### config.mk
export PLATFORM = sky130hd
export DESIGN_NAME = delayed_pulse_channel_scheduler
export DESIGN_NICKNAME = d
export VERILOG_FILES = /design/src/sv/dpcs_pkg.sv /design/src/sv/delayed_pulse_channel_scheduler.sv /design/src/sv/dpcs_channel.sv
export SDC_FILE = /design/constraint.sdc
export NUM_CORES = 2
export LEC_CHECK = 0
export BUFFER_PORTS_ARGS = -buffer_cell sky130_fd_sc_hd__buf_4
export CORE_MARGIN = 5
export CORE_UTILIZATION = 60
export CTS_BUF_LIST = sky130_fd_sc_hd__clkbuf_4
export DETAILED_ROUTE_END_ITERATION = 16
export HOLD_SLACK_MARGIN = 0.08
export PLACE_DENSITY = 0.86
export SYNTH_ARGS = -nofsm -noshare
export SYNTH_HDL_FRONTEND = slang
export SYNTH_SLANG_ARGS = --single-unit
### constraint.sdc
create_clock -name clk -period 8.9 [get_ports clk]
set_clock_uncertainty 0.05 [all_clocks]
set_input_delay 1.78 -clock clk [delete_from_list [all_inputs] [get_ports clk]]
set_output_delay 1.78 -clock clk [all_outputs]
set_load 0.02 [all_outputs]
### src/sv/dpcs_pkg.sv
// Shared constants, command codes and the channel command struct of the
// delayed pulse channel scheduler. No dependencies.
package dpcs_pkg;

	// fixed field widths
	localparam int MASK_BITS   = 8;
	localparam int FUNC_W      = 3;
	localparam int CFG_W       = 16;
	localparam int IN_TDATA_W  = 16;
	localparam int OUT_TDATA_W = 24;

	// parameter defaults
	localparam int DEFAULT_NUM_CHANNELS = 8;
	localparam int DEFAULT_TIME_BITS    = 32;

	// register reset values
	localparam logic [CFG_W-1:0] RESET_START_DELAY  = 16'd1000;
	localparam logic [CFG_W-1:0] RESET_PULSE_LENGTH = 16'd250;

	// register indexes
	localparam logic CFG_START_DELAY  = 1'b0;
	localparam logic CFG_PULSE_LENGTH = 1'b1;

	// command codes
	localparam logic [FUNC_W-1:0] FUNC_TICK       = 3'd0;
	localparam logic [FUNC_W-1:0] FUNC_SCHEDULE   = 3'd1;
	localparam logic [FUNC_W-1:0] FUNC_ENTER_PROC = 3'd2;
	localparam logic [FUNC_W-1:0] FUNC_ENTER_DIAG = 3'd3;
	localparam logic [FUNC_W-1:0] FUNC_DIAG_SET   = 3'd4;

	// decoded command broadcast to every channel
	typedef struct packed {
		logic tick;
		logic schedule;
		logic enter_proc;
		logic enter_diag;
		logic diag_set;
		logic diag_on;
	} chan_cmd_t;

endpackage

### src/sv/delayed_pulse_channel_scheduler.sv
// Top level of the delayed pulse channel scheduler: input register, time
// counter, configuration registers, channel array and result register.
// Depends on dpcs_pkg and dpcs_channel.

// The block takes one command item per clock and returns one result item
// for each, in order. An accepted item is held in the input register. When
// it advances, all channels update in parallel, with two deadline compares
// per channel. The result is read straight from the updated channel state in
// the following cycle and is taken no earlier than the end of that cycle. If
// the output side stalls, the result is held in the result register and the
// input register waits, so the channels do not move on. Sustained rate is one
// item per cycle while the output side is ready. The result holds the
// channels driven on, the active-low pin levels and the channels waiting for
// their switch-on time, all sampled after the item's update. Register writes
// (start delay, pulse length) are taken any cycle but should be made while no
// item is in flight.
module delayed_pulse_channel_scheduler #(
	parameter int NUM_CHANNELS = dpcs_pkg::DEFAULT_NUM_CHANNELS,
	parameter int TIME_BITS    = dpcs_pkg::DEFAULT_TIME_BITS
) (
	input  logic                                clk,
	input  logic                                arst_n,
	// configuration write port
	input  logic                                cfg_we,
	input  logic                                cfg_index,
	input  logic [dpcs_pkg::CFG_W-1:0]          cfg_wdata,
	// command items
	input  logic                                s_axis_tvalid,
	output logic                                s_axis_tready,
	// func [2:0], channel_mask [10:3], diag_on [11], zeros [15:12]
	input  logic [dpcs_pkg::IN_TDATA_W-1:0]     s_axis_tdata,
	// result items
	output logic                                m_axis_tvalid,
	input  logic                                m_axis_tready,
	// on_mask [7:0], pin_levels [15:8], scheduled_mask [23:16]
	output logic [dpcs_pkg::OUT_TDATA_W-1:0]    m_axis_tdata
);
	import dpcs_pkg::*;

	localparam int NUM_OUT = (NUM_CHANNELS < MASK_BITS) ? NUM_CHANNELS : MASK_BITS;

	// configuration registers
	logic [CFG_W-1:0] start_delay_q, pulse_length_q;

	always_ff @(posedge clk or negedge arst_n) begin
		if (!arst_n) begin
			start_delay_q  <= RESET_START_DELAY;
			pulse_length_q <= RESET_PULSE_LENGTH;
		end else if (cfg_we) begin
			if (cfg_index == CFG_START_DELAY)
				start_delay_q <= cfg_wdata;
			else
				pulse_length_q <= cfg_wdata;
		end
	end

	// input register
	logic                valid_s1;
	logic [FUNC_W-1:0]   func_s1;
	logic [MASK_BITS-1:0] mask_s1;
	logic                diag_on_s1;
	logic                adv;

	assign adv           = valid_s1 && (!m_axis_tvalid || m_axis_tready);
	assign s_axis_tready = !valid_s1 || adv;

	always_ff @(posedge clk or negedge arst_n) begin
		if (!arst_n) begin
			valid_s1 <= 1'b0;
		end else if (s_axis_tready) begin
			valid_s1 <= s_axis_tvalid;
		end
	end

	always_ff @(posedge clk) begin
		if (s_axis_tready && s_axis_tvalid) begin
			func_s1    <= s_axis_tdata[FUNC_W-1:0];
			mask_s1    <= s_axis_tdata[FUNC_W +: MASK_BITS];
			diag_on_s1 <= s_axis_tdata[FUNC_W+MASK_BITS];
		end
	end

	// command decode
	chan_cmd_t cmd;

	always_comb begin
		cmd         = '0;
		cmd.diag_on = diag_on_s1;
		unique case (func_s1)
			FUNC_TICK:       cmd.tick       = 1'b1;
			FUNC_SCHEDULE:   cmd.schedule   = 1'b1;
			FUNC_ENTER_PROC: cmd.enter_proc = 1'b1;
			FUNC_ENTER_DIAG: cmd.enter_diag = 1'b1;
			FUNC_DIAG_SET:   cmd.diag_set   = 1'b1;
			default:         cmd.diag_on    = diag_on_s1;
		endcase
	end

	// time counter and shared deadline sums
	logic [TIME_BITS-1:0] now_q, now_tick, on_time, off_time;

	assign now_tick = now_q + {{(TIME_BITS-1){1'b0}}, 1'b1};
	assign on_time  = now_q + {{(TIME_BITS-CFG_W){1'b0}}, start_delay_q};
	assign off_time = on_time + {{(TIME_BITS-CFG_W){1'b0}}, pulse_length_q};

	always_ff @(posedge clk or negedge arst_n) begin
		if (!arst_n) begin
			now_q <= '0;
		end else if (adv && cmd.tick) begin
			now_q <= now_tick;
		end
	end

	// channel array
	logic [NUM_CHANNELS-1:0] ch_on, ch_sched;

	for (genvar i = 0; i < NUM_CHANNELS; i++) begin : g_ch
		logic sel;
		if (i < MASK_BITS) begin : g_sel
			assign sel = mask_s1[i];
		end else begin : g_nosel
			assign sel = 1'b0;
		end

		dpcs_channel #(
			.TIME_BITS (TIME_BITS)
		) u_ch (
			.clk      (clk),
			.arst_n   (arst_n),
			.en       (adv),
			.cmd      (cmd),
			.sel      (sel),
			.now_cur  (now_q),
			.now_tick (now_tick),
			.on_time  (on_time),
			.off_time (off_time),
			.is_on    (ch_on[i]),
			.is_sched (ch_sched[i])
		);
	end

	// result masks from the updated channel state
	logic [MASK_BITS-1:0] on_vec, sched_vec;

	always_comb begin
		on_vec    = '0;
		sched_vec = '0;
		for (int i = 0; i < NUM_OUT; i++) begin
			on_vec[i]    = ch_on[i];
			sched_vec[i] = ch_sched[i];
		end
	end

	// result register, loaded when the direct result is not taken
	logic                 pend_s2;
	logic                 m_valid_s2;
	logic [MASK_BITS-1:0] on_s2, sched_s2;

	always_ff @(posedge clk or negedge arst_n) begin
		if (!arst_n) begin
			pend_s2 <= 1'b0;
		end else begin
			pend_s2 <= adv;
		end
	end

	// the update lands on the edge of adv; masks are sampled the cycle after
	logic out_load;
	assign out_load = pend_s2 && !m_axis_tready;

	always_ff @(posedge clk or negedge arst_n) begin
		if (!arst_n) begin
			m_valid_s2 <= 1'b0;
		end else if (out_load) begin
			m_valid_s2 <= 1'b1;
		end else if (m_axis_tready) begin
			m_valid_s2 <= 1'b0;
		end
	end

	always_ff @(posedge clk) begin
		if (out_load) begin
			on_s2    <= on_vec;
			sched_s2 <= sched_vec;
		end
	end

	assign m_axis_tvalid = m_valid_s2 || pend_s2;
	assign m_axis_tdata  = pend_s2 ? {sched_vec, ~on_vec, on_vec}
	                               : {sched_s2, ~on_s2, on_s2};

	// checks
	a_ready_when_empty: assert property (@(posedge clk) disable iff (!arst_n)
		!m_axis_tvalid |-> s_axis_tready)
		else $error("input stalled with empty result side");

	a_tick_advances: assert property (@(posedge clk) disable iff (!arst_n)
		(adv && cmd.tick) |=> (now_q == $past(now_tick)))
		else $error("time counter missed a tick");

	a_result_follows: assert property (@(posedge clk) disable iff (!arst_n)
		adv |=> m_axis_tvalid)
		else $error("processed item produced no result");

	a_pins_inverse: assert property (@(posedge clk) disable iff (!arst_n)
		m_axis_tvalid |-> (m_axis_tdata[15:8] == ~m_axis_tdata[7:0]))
		else $error("pin levels not the inverse of on mask");

endmodule

### src/sv/dpcs_channel.sv
// One output channel: mode state machine, driven level and both deadlines.
// Depends on dpcs_pkg.
module dpcs_channel #(
	parameter int TIME_BITS = dpcs_pkg::DEFAULT_TIME_BITS
) (
	input  logic                 clk,
	input  logic                 arst_n,
	input  logic                 en,        // item processed this cycle
	input  dpcs_pkg::chan_cmd_t  cmd,
	input  logic                 sel,       // channel picked by the mask
	input  logic [TIME_BITS-1:0] now_cur,
	input  logic [TIME_BITS-1:0] now_tick,  // time after this tick
	input  logic [TIME_BITS-1:0] on_time,
	input  logic [TIME_BITS-1:0] off_time,
	output logic                 is_on,
	output logic                 is_sched
);
	import dpcs_pkg::*;

	localparam logic [2:0] MODE_UNSET    = 3'd0;
	localparam logic [2:0] MODE_PROC_OFF = 3'd1;
	localparam logic [2:0] MODE_SCHED    = 3'd2;
	localparam logic [2:0] MODE_PROC_ON  = 3'd3;
	localparam logic [2:0] MODE_DIAG_OFF = 3'd4;
	localparam logic [2:0] MODE_DIAG_ON  = 3'd5;

	logic [2:0]           mode_q, mode_d;
	logic                 on_q, on_d;
	logic [TIME_BITS-1:0] on_dl_q, on_dl_d;
	logic [TIME_BITS-1:0] off_dl_q, off_dl_d;
	logic [TIME_BITS-1:0] on_diff, off_diff;
	logic                 on_reached, off_reached;

	// wraparound-safe deadline checks against the advanced time
	assign on_diff     = now_tick - on_dl_q;
	assign off_diff    = now_tick - off_dl_q;
	assign on_reached  = !on_diff[TIME_BITS-1];
	assign off_reached = !off_diff[TIME_BITS-1];

	// next state per command
	always_comb begin
		mode_d   = mode_q;
		on_d     = on_q;
		on_dl_d  = on_dl_q;
		off_dl_d = off_dl_q;
		if (cmd.tick) begin
			if (mode_q == MODE_SCHED && on_reached) begin
				mode_d = MODE_PROC_ON;
				on_d   = 1'b1;
			end else if (mode_q == MODE_PROC_ON && off_reached) begin
				mode_d = MODE_PROC_OFF;
				on_d   = 1'b0;
			end
		end else if (cmd.schedule) begin
			if (sel) begin
				if (mode_q != MODE_SCHED)
					on_dl_d = on_time;
				off_dl_d = off_time;
				mode_d   = MODE_SCHED;
			end
		end else if (cmd.enter_proc || cmd.enter_diag) begin
			on_dl_d  = now_cur;
			off_dl_d = now_cur;
			mode_d   = cmd.enter_proc ? MODE_PROC_OFF : MODE_DIAG_OFF;
			on_d     = 1'b0;
		end else if (cmd.diag_set) begin
			if (sel) begin
				on_dl_d  = now_cur;
				off_dl_d = now_cur;
				mode_d   = cmd.diag_on ? MODE_DIAG_ON : MODE_DIAG_OFF;
				on_d     = cmd.diag_on;
			end
		end
	end

	// channel state
	always_ff @(posedge clk or negedge arst_n) begin
		if (!arst_n) begin
			mode_q   <= MODE_UNSET;
			on_q     <= 1'b0;
			on_dl_q  <= '0;
			off_dl_q <= '0;
		end else if (en) begin
			mode_q   <= mode_d;
			on_q     <= on_d;
			on_dl_q  <= on_dl_d;
			off_dl_q <= off_dl_d;
		end
	end

	assign is_on    = on_q;
	assign is_sched = (mode_q == MODE_SCHED);

endmodule
# [After elaboration in Yosys (flattened, before gate mapping)]
# Cells that the tools add are included.
[totals] ff_bits=639 inputBits=38 out_inout_bits=26 elab_cells=427
[classes] add_sub_neg=19 n_eq_ne=77 mux=194 bitwise_logic=4 reduce_logical=90
[ops] operator="2-to-1 mux 32 bit" count=64
[ops] operator="subtractor 32 bit" count=16
[ops] operator="2-to-1 mux 3 bit" count=65
[ops] operator="AND reduction 5 bit" count=24
[ops] operator="!= test 3 x 2 -> 1 bit, second input constant" count=24
[ops] operator="adder 32 x 16 -> 32 bit" count=2
[ops] operator="2-to-1 mux 1 bit" count=64
[ops] operator="equality test 3 x 2 -> 1 bit, second input constant" count=18
[ops] operator="AND reduction 6 bit" count=8
[ops] operator="adder 32 x 1 -> 32 bit, second input constant" count=1
[ops] operator="!= test 4 x 2 -> 1 bit, second input constant" count=8
[ops] operator="nonzero test 3 bit" count=10
[ops] operator="2-to-1 mux 24 bit" count=1
[ops] operator="!= test 3 x 1 -> 1 bit, second input constant" count=8
[ops] operator="logical AND 1 bit" count=20
[ops] operator="zero test 1 bit" count=19
[ops] operator="!= test 2 x 1 -> 1 bit, second input constant" count=9
[ops] operator="!= test 2 bit, second input constant" count=8
[ops] operator="inverter 8 bit" count=2
[ops] operator="logical OR 1 bit" count=4
[ops] operator="AND reduction 2 bit" count=2
[ops] operator="nonzero test 4 bit" count=1
[ops] operator="equality test 3 x 1 -> 1 bit, second input constant" count=1
[ops] operator="equality test 3 bit, second input constant" count=1
[ops] operator="3 further kinds" count=4

# [Depth between registers and ports, before layout]
[logic_depth] word_depth=7 mapped_depth=20

# [By module]
# A second synthesis with hierarchy kept.
[hier_totals] hier_cells=4949 area_unflattened_um2=43609.3
[modules_own_cells] mod="dpcs_channel at g_ch[0].u_ch ..." n_inst=7 cells_each=531 area_each_um2=4604.4 seq_area_each_um2=1701.6
[modules_own_cells] mod="delayed_pulse_channel_scheduler" n_inst=1 cells_each=667 area_each_um2=6708.9 seq_area_each_um2=2532.4
[modules_own_cells] mod="dpcs_channel at g_ch[1].u_ch" n_inst=1 cells_each=565 area_each_um2=4669.5 seq_area_each_um2=1701.6

# [Worst setup path before layout]
# Ideal clock, no wire load.
[synth_path] path_type="flip-flop to flip-flop" start="register now_q[1]" end="register g_ch[4].u_ch.mode_q[0]" arrival_ns=5.117 required_ns=8.725 slack_ns=3.608 stages_incl_launch_ff=20 path_buffers=0 synth_period_minus_slack_ns=5.292 cell_sequence="dfrtp_1 -> ha_1 -> nand3_1 -> nor3_1 -> and3_1 -> and3_1 -> and3_1 -> and3_1 -> nand3_1 -> xnor2_1 -> ha_1 -> a21o_1 -> a21o_1 -> a221oi_1 -> o21ai_0 -> a31o_2 -> a41oi_1 -> mux2i_1 -> o21ai_1 -> mux2_2"
[synth_via] elab_chain_len=6 elab_cells_between_ends=11 cone_classes="add/sub (3); eq/ne (1); mux (2); reduce/logical (5)"
[synth_rtl] element="start, declared" line="delayed_pulse_channel_scheduler.sv:100" rtl="logic [TIME_BITS-1:0] now_q, now_tick, on_time, off_time;"
[synth_rtl] element="start signal, assigned" line="delayed_pulse_channel_scheduler.sv:110" rtl="now_q <= now_tick;"
[synth_rtl] element="adder 32 x 1 -> 32 bit *" line="delayed_pulse_channel_scheduler.sv:102" rtl="assign now_tick = now_q + {{(TIME_BITS-1){1'b0}}, 1'b1};"
[synth_rtl] element="via g_ch[0].u_ch.now_tick[28]" line="dpcs_channel.sv:12" rtl="input logic [TIME_BITS-1:0] now_tick,"
[synth_rtl] element="subtractor 32 bit (on tied branches)" line="dpcs_channel.sv:36, dpcs_channel.sv:35"
[synth_rtl] element="zero test 1 bit (on tied branches)" line="dpcs_channel.sv:38, dpcs_channel.sv:37"
[synth_rtl] element="logical AND 1 bit (on tied branches)" line="dpcs_channel.sv:50, dpcs_channel.sv:47"
[synth_rtl] element="!= test 3 x 1 -> 1 bit (no line) or 2-to-1 mux 3 bit (tied branches)"
[synth_rtl] element="AND reduction 5 bit (no line) or 2-to-1 mux 3 bit (tied branches)"
[synth_rtl] element="end signal, assigned" line="dpcs_channel.sv:84" rtl="mode_q <= mode_d;"
[synth_rtl] element="end, declared" line="dpcs_channel.sv:27" rtl="logic [2:0] mode_q, mode_d;"
# Mark *: on every way through the listed nets, which the timed path passes. The rest lies on a longest branch.
# A chain may end at the register's enable or synchronous reset.

# [Final worst setup path]
[layout_path] start="register now_q[0]" end="register g_ch[2].u_ch.mode_q[0]"
[layout_via] elab_chain_len=6 elab_cells_between_ends=11 cone_classes="add/sub (3); eq/ne (1); mux (2); reduce/logical (5)"
[layout_rtl] element="adder 32 x 1 -> 32 bit *" line="delayed_pulse_channel_scheduler.sv:102"
[layout_rtl] element="via g_ch[0].u_ch.now_tick[28]" line="dpcs_channel.sv:12"
[layout_rtl] element="subtractor 32 bit (on tied branches)" line="dpcs_channel.sv:36, dpcs_channel.sv:35"
[layout_rtl] element="zero test 1 bit (on tied branches)" line="dpcs_channel.sv:38, dpcs_channel.sv:37"
[layout_rtl] element="logical AND 1 bit (on tied branches)" line="dpcs_channel.sv:50, dpcs_channel.sv:47"
[layout_rtl] element="!= test 3 x 1 -> 1 bit (no line) or 2-to-1 mux 3 bit (tied branches)"
[layout_rtl] element="AND reduction 5 bit (no line) or 2-to-1 mux 3 bit (tied branches)"
[layout_rtl] element="end signal, assigned" line="dpcs_channel.sv:84"
[layout_rtl] element="end, declared" line="dpcs_channel.sv:27"
# Marks and branches as above.

==> flow_metrics.py <==
metrics = {
    "outcome": {
        "outcome": "finished clean",
    },
    "timing": {
        "tns_ps": 0,
        "finalMaxSlewViolations": 0,
        "fin_crit_sh": 0.768,
        "worst_pin_slew_ps": 1280,
        "period_minus_slack_ps": 6830,
        "slew_headroom": 0.138,
        "rsz0062_at_grt": "no",
        "fmax_ghz": 0.146,
        "hold_violations": 0,
        "setup_viol": 0,
        "whs_ps": 429,
    },
    "finish": {
        "layout-drive-gt1-share": 0.124,
        "layout.nets": 5018,
        "synthToLayoutAreaGrowth_pct": 10.1,
    },
    "power_and_ir_drop": {
        "total_leakage_power_nw": 21.6,
        "p_clk_frac": 0.275,
        "p_sw_mw": 3.46,
        "seqPwrFrac": 0.406,
        "vdd_drop_max_mv": 0.385,
        "power.internal_mw": 5.99,
        "p_comb_frac": 0.320,
        "switching_share": 0.366,
        "cellPowerDensity_nw_per_um2": 219,
    },
    "routing": {
        "vias_per_cell": 6.06,
        "final_antenna_net_count": 0,
        "first_iter_violations": 2870,
        "dr.pass1.iters": 9,
        "routedWlPerCell_um": 21.0,
        "drc": 0,
        "num_vias": 32938,
        "wl_um": 114000,
    },
    "grt": {
        "grt_util_met2": 0.508,
        "grt.overflow.total": 0,
        "grt_pass1_vias": 32718,
        "met1_usage": 0.399,
        "track_usage": 0.321,
        "grt_use_met3": 0.0852,
        "grt_max_degree": 158,
        "grt_pass1_wl_um": 178000,
        "grt-busiest-layer": "met2",
        "antenna_found_initial": 5,
    },
    "floorplan": {
        "initial_core_util": 0.607,
        "dieArea_um2": 70500,
        "coreArea_um2": 64600,
        "rows": 93,
        "dieWidth_um": 266,
        "dieHeight_um": 266,
        "io_pins": 64,
    },
    "synth": {
        "syn_avg_cell_area_um2": 9.15,
        "synth_xor_area_frac": 0.0304,
        "synth_ff_type": "dfrtp_1",
        "synth_top_cell_area_share": 0.382,
        "synthCells": 4283,
        "synth_area_leaders": "dfrtp_1, ha_1, inv_1",
        "yosys_warnings": 0,
        "synthSimpleGateAreaFrac": 0.125,
        "ys_ff_latch": 639,
        "synth_common_cells": "dfrtp_1, inv_1, ha_1, nand2_1, a21oi_1",
        "synth_most_common_cell": "dfrtp_1",
        "ys_seq_area_frac": 0.412,
        "synthMuxAreaShare": 0.0337,
        "synth_fp_nets": 4836,
        "synth_cell_types": 95,
        "synthesis.area_um2": 39200,
        "synth-async-reset-ratio": 0.956,
        "yosysTopAreaCell": "dfrtp_1",
        "synth_top_family_by_area": "compound AO/OA/AOI/OAI gates",
        "synth_compound_area_frac": 0.170,
        "synthAdderAreaFrac": 0.165,
        "synth_edf_count": 28,
    },
    "setup_path": {
        "crit_chain": "buf_4, ha_1, nand3_1, nor3_1, and3_1, and3_1, and3_1, and3_1, nand3_1, xnor2_1, buf_4, ha_1, nand4_1, or3_1, nor4_1, o21ai_0, a21o_1, a41o_1, a21oi_1, o311ai_0",
        "startpoint_type": "flop",
        "crit_path_end_kind": "flop",
        "worstPathMaxFanout": 22,
        "crit_arrival_ps": 7650,
        "critical-path-top-delay-family": "simple AND/OR/NAND/NOR gates",
        "cpPeakStageDelay_ps": 1020,
        "cp_num_buf_inv": 2,
        "crit_top_cell": "and3_1",
        "cp_slowest_cell": "nor4_1",
        "cp_data_required_time_ps": 9720,
        "crit_type": "reg2reg",
    },
    "clock_network": {
        "htreeDepth": 4,
        "clock_path_buffers": 3,
        "cts.sinks": 639,
        "hold_buffers": 0,
        "clockRootBuffer": "clkbuf_4",
        "cts_tree": "built",
        "clk_pin_slew_ps": 60,
        "clk_latency_ps": 1040,
        "post_cts_buffers": 0,
        "cts_made_buffers": 168,
        "cts_resized": 0,
    },
    "placement": {
        "gp_congestion": 1.01,
        "dp_hpwl_um": 80800,
        "place.port_buffers": 59,
    },
    "hold_path": {
        "hold_class": "reg2reg",
    },
    "run": {
        "max_cap_viol_count": 0,
    },
}
final timing paths:
kind / slack, ps / start / cells past startpoint / end
hold reg to reg: 430 / g_ch[1].u_ch.on_dl_q[3]$_DFFE_PN0P_ / 2 / g_ch[1].u_ch.on_dl_q[3]$_DFFE_PN0P_
max in group asynchronous: 6630 / arst_n / 2 / g_ch[1].u_ch.on_dl_q[5]$_DFFE_PN0P_
hold / removal: 430 / g_ch[1].u_ch.on_dl_q[3]$_DFFE_PN0P_ / 2 / g_ch[1].u_ch.on_dl_q[3]$_DFFE_PN0P_
setup reg to reg: 2070 / now_q[0]$_DFFE_PN0P_ / 20 / g_ch[2].u_ch.mode_q[0]$_DFFE_PN0P_
min in group asynchronous: 740 / arst_n / 1 / g_ch[3].u_ch.off_dl_q[29]$_DFFE_PN0P_
setup / recovery: 2070 / now_q[0]$_DFFE_PN0P_ / 20 / g_ch[2].u_ch.mode_q[0]$_DFFE_PN0P_
sequential cells by signal (all words and copies together) (netlist names), 16 cells and up:
name,count
pulse_length_q,16
start_delay_q,16
g_ch.u_ch.on_dl_q,256
g_ch.u_ch.mode_q,24
g_ch.u_ch.off_dl_q,256
now_q,32
metal layers:
| metal | routed length [um] | share of wire | vias up |
|---|---|---|---|
| met5 | 9 | 0.000079 | - |
| met4 | 7570 | 0.066 | 2 |
| met3 | 10900 | 0.095 | 441 |
| met2 | 51500 | 0.45 | 1487 |
| met1 | 44000 | 0.39 | 15742 |
| li1 | - | - | 15266 |
cells in the final DEF, fill, tap and decap left out, types with 15 or more instances in the layout:
cell        n
a21oi_1   388
nor2b_1    17
xor2_1     61
ha_1      513
nor2_1    374
nand3_1    46
buf_4     148
xnor2_1    66
inv_1     524
mux2i_1    36
a211oi_1   27
nand4_1    78
o21ai_0   352
edfxtp_1   28
clkinv_1   16
nand2_1   396
nor3_1     39
and3_1     20
o211ai_1   19
and2_1     18
clkbuf_4  250
mux2_2     80
a31oi_1    36
dfrtp_1   599
o21ai_1    15
o21a_1     18
a21o_1    137
layout make-up:
| class | instances | area (um^2) |
|---|---|---|
| fill | 4934 | 21400 |
| multi-input combinational | 2981 | 20700 |
| inverter | 524 | 1970 |
| antenna | 8 | 20.0 |
| clock inverter | 28 | 209 |
| sequential | 639 | 16100 |
| timing repair buffer | 151 | 1170 |
| tap | 855 | 1070 |
| clock buffer | 250 | 1880 |
stage by stage:
stage | cells | util | power, mW | setup WS, ps | area (um^2)
after floorplan | 4283 | - | 5.81 | 3610 | 39200
after global placement | 5150 | 0.636 | 6.64 | 2500 | 41000
after detailed placement | 5150 | 0.636 | 6.82 | 2410 | 41000
after CTS | 5428 | 0.668 | 9.44 | 2310 | 43100
after global routing | 5435 | 0.668 | 10.1 | 1690 | 43200
final | 5436 | 0.668 | 9.46 | 2070 | 43200
power by group through the flow:
stage / Combinational [mW] / Sequential [mW] / Clock, mW
after floorplan: 2.04 / 3.77 / 0
after CTS: 2.98 / 3.83 / 2.63
final: 3.02 / 3.83 / 2.60
after global routing: 3.36 / 3.90 / 2.81
after detailed placement: 2.95 / 3.87 / 0
after global placement: 2.80 / 3.84 / 0
tightest hold or removal path: cells and delay by family (launching register included):
kind / cells / cell delay, ps
AND/OR/NAND/NOR: 1 / 50
flip-flops: 1 / 340
AO/OA/AOI/OAI: 1 / 60
cell families after synthesis:
kind of cell	count (synthesis)
AO/OA/AOI/OAI	1123
AND/OR/NAND/NOR	1088
buffers and inverters	663
flip-flops	639
adder cells (fa/ha/maj)	515
XOR/XNOR	135
multiplexers	120
Note: power is estimated with default switching activity, not from simulation.
